### config.mk
export PLATFORM = sky130hd
export DESIGN_NAME = mlp_sgd_wmem
export DESIGN_NICKNAME = d
export VERILOG_FILES = /design/src/hw/rtl/mlp_sgd_pkg.sv /design/src/hw/rtl/mlp_sgd_wmem.sv
export SDC_FILE = /design/constraint.sdc
export NUM_CORES = 1
export LEC_CHECK = 0
export BUFFER_PORTS_ARGS = -buffer_cell sky130_fd_sc_hd__buf_2
export CAP_MARGIN = 20
export CELL_PAD_IN_SITES_DETAIL_PLACEMENT = 0
export CELL_PAD_IN_SITES_GLOBAL_PLACEMENT = 1
export CORE_MARGIN = 5
export CORE_UTILIZATION = 55
export DETAILED_ROUTE_END_ITERATION = 16
export PLACE_DENSITY_LB_ADDON = 0.1
export SLEW_MARGIN = 0
export SYNTH_ARGS = -nofsm -noshare
export SYNTH_HDL_FRONTEND = slang
export SYNTH_SLANG_ARGS = --single-unit
### constraint.sdc
create_clock -name clk -period 3 [get_ports clk]
set_clock_uncertainty 0.15 [all_clocks]
set_input_delay 0.6 -clock clk [delete_from_list [all_inputs] [get_ports clk]]
set_output_delay 0.6 -clock clk [all_outputs]
set_load 0.02 [all_outputs]
### src/hw/rtl/mlp_sgd_pkg.sv
// shared constants, types and arithmetic helpers of the perceptron trainer
`timescale 1ns / 1ps
`default_nettype none
package mlp_sgd_pkg;

  localparam int INPUT_COUNT  = 3;
  localparam int HIDDEN_COUNT = 6;
  localparam int OUTPUT_COUNT = 2;

  localparam int W1_BASE      = 0;
  localparam int B1_BASE      = HIDDEN_COUNT * INPUT_COUNT;
  localparam int W2_BASE      = B1_BASE + HIDDEN_COUNT;
  localparam int B2_BASE      = W2_BASE + OUTPUT_COUNT * HIDDEN_COUNT;
  localparam int WEIGHT_TOTAL = B2_BASE + OUTPUT_COUNT;
  localparam int ADDR_W       = 6;

  localparam int ACC_W   = 36;
  localparam int DELTA_W = 30;

  localparam logic [15:0] LR_RESET = 16'd6554;

  localparam logic [1:0] OP_INFER = 2'd0;
  localparam logic [1:0] OP_TRAIN = 2'd1;
  localparam logic [1:0] OP_WRITE = 2'd2;

  typedef logic signed [15:0] weight_t;
  typedef logic [12:0] prob_t;
  typedef logic [10:0] deriv_t;

  typedef struct packed {
    logic              we;
    logic [ADDR_W-1:0] waddr;
    weight_t           wdata;
    logic [ADDR_W-1:0] raddr;
  } wmem_req_t;

  // piecewise-linear sigmoid on floor(acc / 4096)
  function automatic prob_t sigmoid_q12(input logic signed [ACC_W-1:0] acc);
    logic signed [ACC_W-13:0] z;
    logic [ACC_W-13:0] a;
    prob_t y;
    z = $signed(acc[ACC_W-1:12]);
    a = z[ACC_W-13] ? (ACC_W-12)'(-z) : (ACC_W-12)'(z);
    if (a >= (ACC_W-12)'(20480)) begin
      y = 13'd4096;
    end else if (a >= (ACC_W-12)'(9728)) begin
      y = 13'(a >> 5) + 13'd3456;
    end else if (a >= (ACC_W-12)'(4096)) begin
      y = 13'(a >> 3) + 13'd2560;
    end else begin
      y = 13'(a >> 2) + 13'd2048;
    end
    return z[ACC_W-13] ? 13'd4096 - y : y;
  endfunction

  // y * (1 - y) in q0.12
  function automatic deriv_t deriv_q12(input prob_t y);
    logic [25:0] p;
    p = 26'(y) * 26'(13'd4096 - y);
    return p[22:12];
  endfunction

endpackage
`default_nettype wire

### src/hw/rtl/mlp_sgd_wmem.sv
// weight and bias store: one write port, one registered read port
`timescale 1ns / 1ps
`default_nettype none
module mlp_sgd_wmem (
  input  wire logic                   clk,
  input  wire mlp_sgd_pkg::wmem_req_t req,
  output mlp_sgd_pkg::weight_t        rdata
);

  mlp_sgd_pkg::weight_t mem [mlp_sgd_pkg::WEIGHT_TOTAL];

  always_ff @(posedge clk) begin
    if (req.we) begin
      mem[req.waddr] <= req.wdata;
    end
    rdata <= mem[req.raddr];
  end

endmodule
`default_nettype wire

==> impl_metrics.yaml <==
setup_path:
  cp_num_buf_inv: 3
  slowest_delay_ps: 530
  cpMaxStageDelayCell: "a21oi_1"
  critical_path_class: "input pin to flop"
  cp_cell_sequence: "buf_2 -> and2_2 -> buf_12 -> buf_4 -> a22oi_1 -> a21oi_1 -> o41ai_2"
  ff2ff_setup_slack_ps: 1170
  crit_required_ps: 3340
  cp_max_fo: 33
  start_kind: "input pin"
  cp-end-kind: "flop"
  r2r_cells: 5
  crit_cells: 7
  cp.arrival_ps: 2440
  reg2reg_from: "mem[28][4]$_DFFE_PP_"
  r2r_end: "rdata[4]$_DFF_P_"
  crit_family: "compound AO/OA/AOI/OAI gates"
synthesis:
  synth_top_cell_area_share_pct: 74.8
  avgSynthCellArea_sq_um: 19.0
  synth_seq_cells: 624
  yosys.area.top_type: "edfxtp_1"
  syn-num-nets: 1314
  synth_edf_count: 608
  synth_seq_area_share_pct: 76.2
  ys_async_sr_fraction_pct: 0
  yosys-top-cells-area: "edfxtp_1 (75%), mux2i_1 (11%), a22oi_1 (2.0%)"
  ys.flop_type: "edfxtp_1"
  ys_types: 34
  syn_area_sq_um: 24400
  ys.warnings.count: 0
  syn_inst: 1284
pwr:
  vdd_drop_max_uv: 682
  leakage_uw: 0.00963
  power.internal_uw: 14200
  clkPwrFrac_pct: 40.5
  p_seq_share_pct: 53.8
  power.density_nw_per_um2: 649
  pwr-share-comb_pct: 5.7
  p_sw_share_pct: 21.1
  p_switching_uw: 3790
placement:
  gp_congestion: 0.804
  dpl_worst_slack_ps: 276
  hpwl_mm: 34.6
  port_buffers: 45
layout:
  final_core_util_pct: 62.9
  fin_nets: 1444
  area.growth.synth_to_final_pct: 13.6
  drive_gt1_share_pct: 19.9
  diodes: 0
cts:
  cts-htree-levels: 2
  cts-root-buf: "clkbuf_16"
  clkLatencyLatePin_ps: 610
  clk_path_buf_depth: 3
  clk_transition_reported_paths_ps: 60
  cts_buffers: 61
  cts.sinks: 624
  tritoncts: "built"
  postCtsHoldBufs: 0
  postCtsSetupBuffers: 0
  cts_resized: 0
sta:
  hold_violations: 0
  relSlewSlack_pct: 41.7
  finalCritPeriodShare_pct: 70.2
  fin_crit_ps: 2110
  maxSlewViolCount: 0
  setup_slack_ps: 893
  rsz0062_at_grt: "false"
  fmax_mhz: 475
  final.setup.tns_ps: 0
  tightest_slew_ps: 874
  fin_hold_ws_ps: 427
  setup_viol: 0
floorplan:
  die_w_microns: 221
  ioPinCount: 46
  dieArea_sq_um: 48700
  core_area_sq_um: 44000
  rows: 77
  dieHeight_microns: 221
  initial_core_util_pct: 55.4
global_routing:
  grt_usage_pct: 23.6
  grt.overflow.total: 0
  antenna_found_initial: 2
  grt_max_degree: 48
  grt_pass1_vias: 12192
  grt_pass1_wl_mm: 82.8
route:
  drt_pass1_iterations: 5
  ant_nets: 0
  wl_per_cell_microns: 27.4
  drt_iter0_markers: 1029
  num_vias: 12327
  via_per_inst: 5.99
  drc_errors: 0
  wirelength_mm: 56.3
hold_path:
  min_path_cells: 3
  hold_path.class: "input pin to flop"
  min_to: "rdata[11]$_DFF_P_"
  holdCritStartpoint: "req[5]"
status:
  status: "finished, final reports clean"
flow_run:
  drv_cap: 0
[placed cells by master, fill, tap and decap left out, types with 16 or more instances in the layout]
| cell | synthesis | final |
|---|---|---|
| clkbuf_16 | 0 | 63 |
| buf_4 | 8 | 87 |
| nor2_1 | 39 | 39 |
| dfxtp_1 | 16 | 16 |
| edfxtp_1 | 608 | 608 |
| buf_2 | 22 | 44 |
| a22oi_1 | 64 | 64 |
| nand2_1 | 22 | 22 |
| a21oi_1 | 32 | 32 |
| o41ai_2 | 16 | 16 |
| o211ai_1 | 16 | 16 |
| mux4_2 | 16 | 16 |
| mux2i_1 | 272 | 272 |
| o22ai_1 | 16 | 16 |
| a221oi_2 | 18 | 18 |
| a22o_1 | 32 | 32 |
[state kept, by name (all words and copies together), names as in the netlist]
signal / flops
mem: 608
rdata: 16
[cells in the mapped netlist (2+ instances only)]
library cell  number
edfxtp_1         608
mux2i_1          272
a22oi_1           64
nor2_1            39
a21oi_1           32
a22o_1            32
buf_2             22
clkbuf_1          22
nand2_1           22
a221oi_2          18
buf_6             16
dfxtp_1           16
mux4_2            16
o211ai_1          16
o22ai_1           16
o41ai_2           16
a221oi_1          14
buf_4              8
buf_1              5
buf_8              4
nand2b_1           4
nand3_1            4
nor2b_1            4
buf_12             2
nand4_1            2
nor3_1             2
[power groups by stage]
stage	combinational, uW	clock [uW]	sequential (uW)
after floorplan	552	0	9880
after global placement	1020	0	9860
after detailed placement	1030	0	9860
after CTS	1030	7400	9680
after global routing	1080	7830	9680
final	1020	7290	9680
[worst register-to-register path: stages (launching register included)]
cell,delay [ps]
edfxtp_1,330
mux2i_1,70
a22o_1,250
a221oi_1,360
o22ai_1,240
o41ai_2,360
[cell families (layout without fill, tap and decap cells)]
kind of cell	count (synthesis)	count (layout)	synth area share, %
muxes	288	288	12.6
DFF	624	624	76.2
buffers and inverters	79	261	2.26
AOI/OAI and AO/OA	208	208	7.36
and+or+nand+nor	85	85	1.58
[how the worst max path moves through the flow]
stage            start              endpoint  slack (ps)
2_1_floorplan  req[25]  mem[16][0]$_DFFE_PP_         400
3_3_place_gp    req[1]     rdata[10]$_DFF_P_         280
3_5_place_dp    req[1]     rdata[10]$_DFF_P_         280
4_1_cts         req[1]     rdata[10]$_DFF_P_         940
5_1_grt         req[0]     rdata[14]$_DFF_P_         850
6_report        req[1]     rdata[10]$_DFF_P_         890
[layout make-up]
type,instances,area [sq um]
Clock buffer,81,1680
Clock inverter,34,241
Fill cell,3135,16300
Multi-Input combinational cell,581,5290
Sequential cell,624,18600
Tap cell,592,741
Timing Repair Buffer,146,1170
[layer usage]
layer / up-vias / wire (microns) / track usage [%] / share of wire [%]
li1: 5494 / - / - / -
met1: 6381 / 25300 / 35.4 / 45
met2: 382 / 26700 / 37.1 / 47
met3: 70 / 3220 / 3.79 / 5.7
met4: 0 / 1130 / 5.52 / 2.0
met5: - / 0 / 0 / 0
[stage by stage]
stage                     cell area [sq um]  total power [uW]  instances
after floorplan                       24400             10400       1284
after global placement                25800             10900       1943
after detailed placement              25800             10900       1943
after CTS                             27700             18100       2058
after global routing                  27700             18600       2058
final                                 27700             18000       2058
No activity file was read; power rests on OpenSTA's default activity.
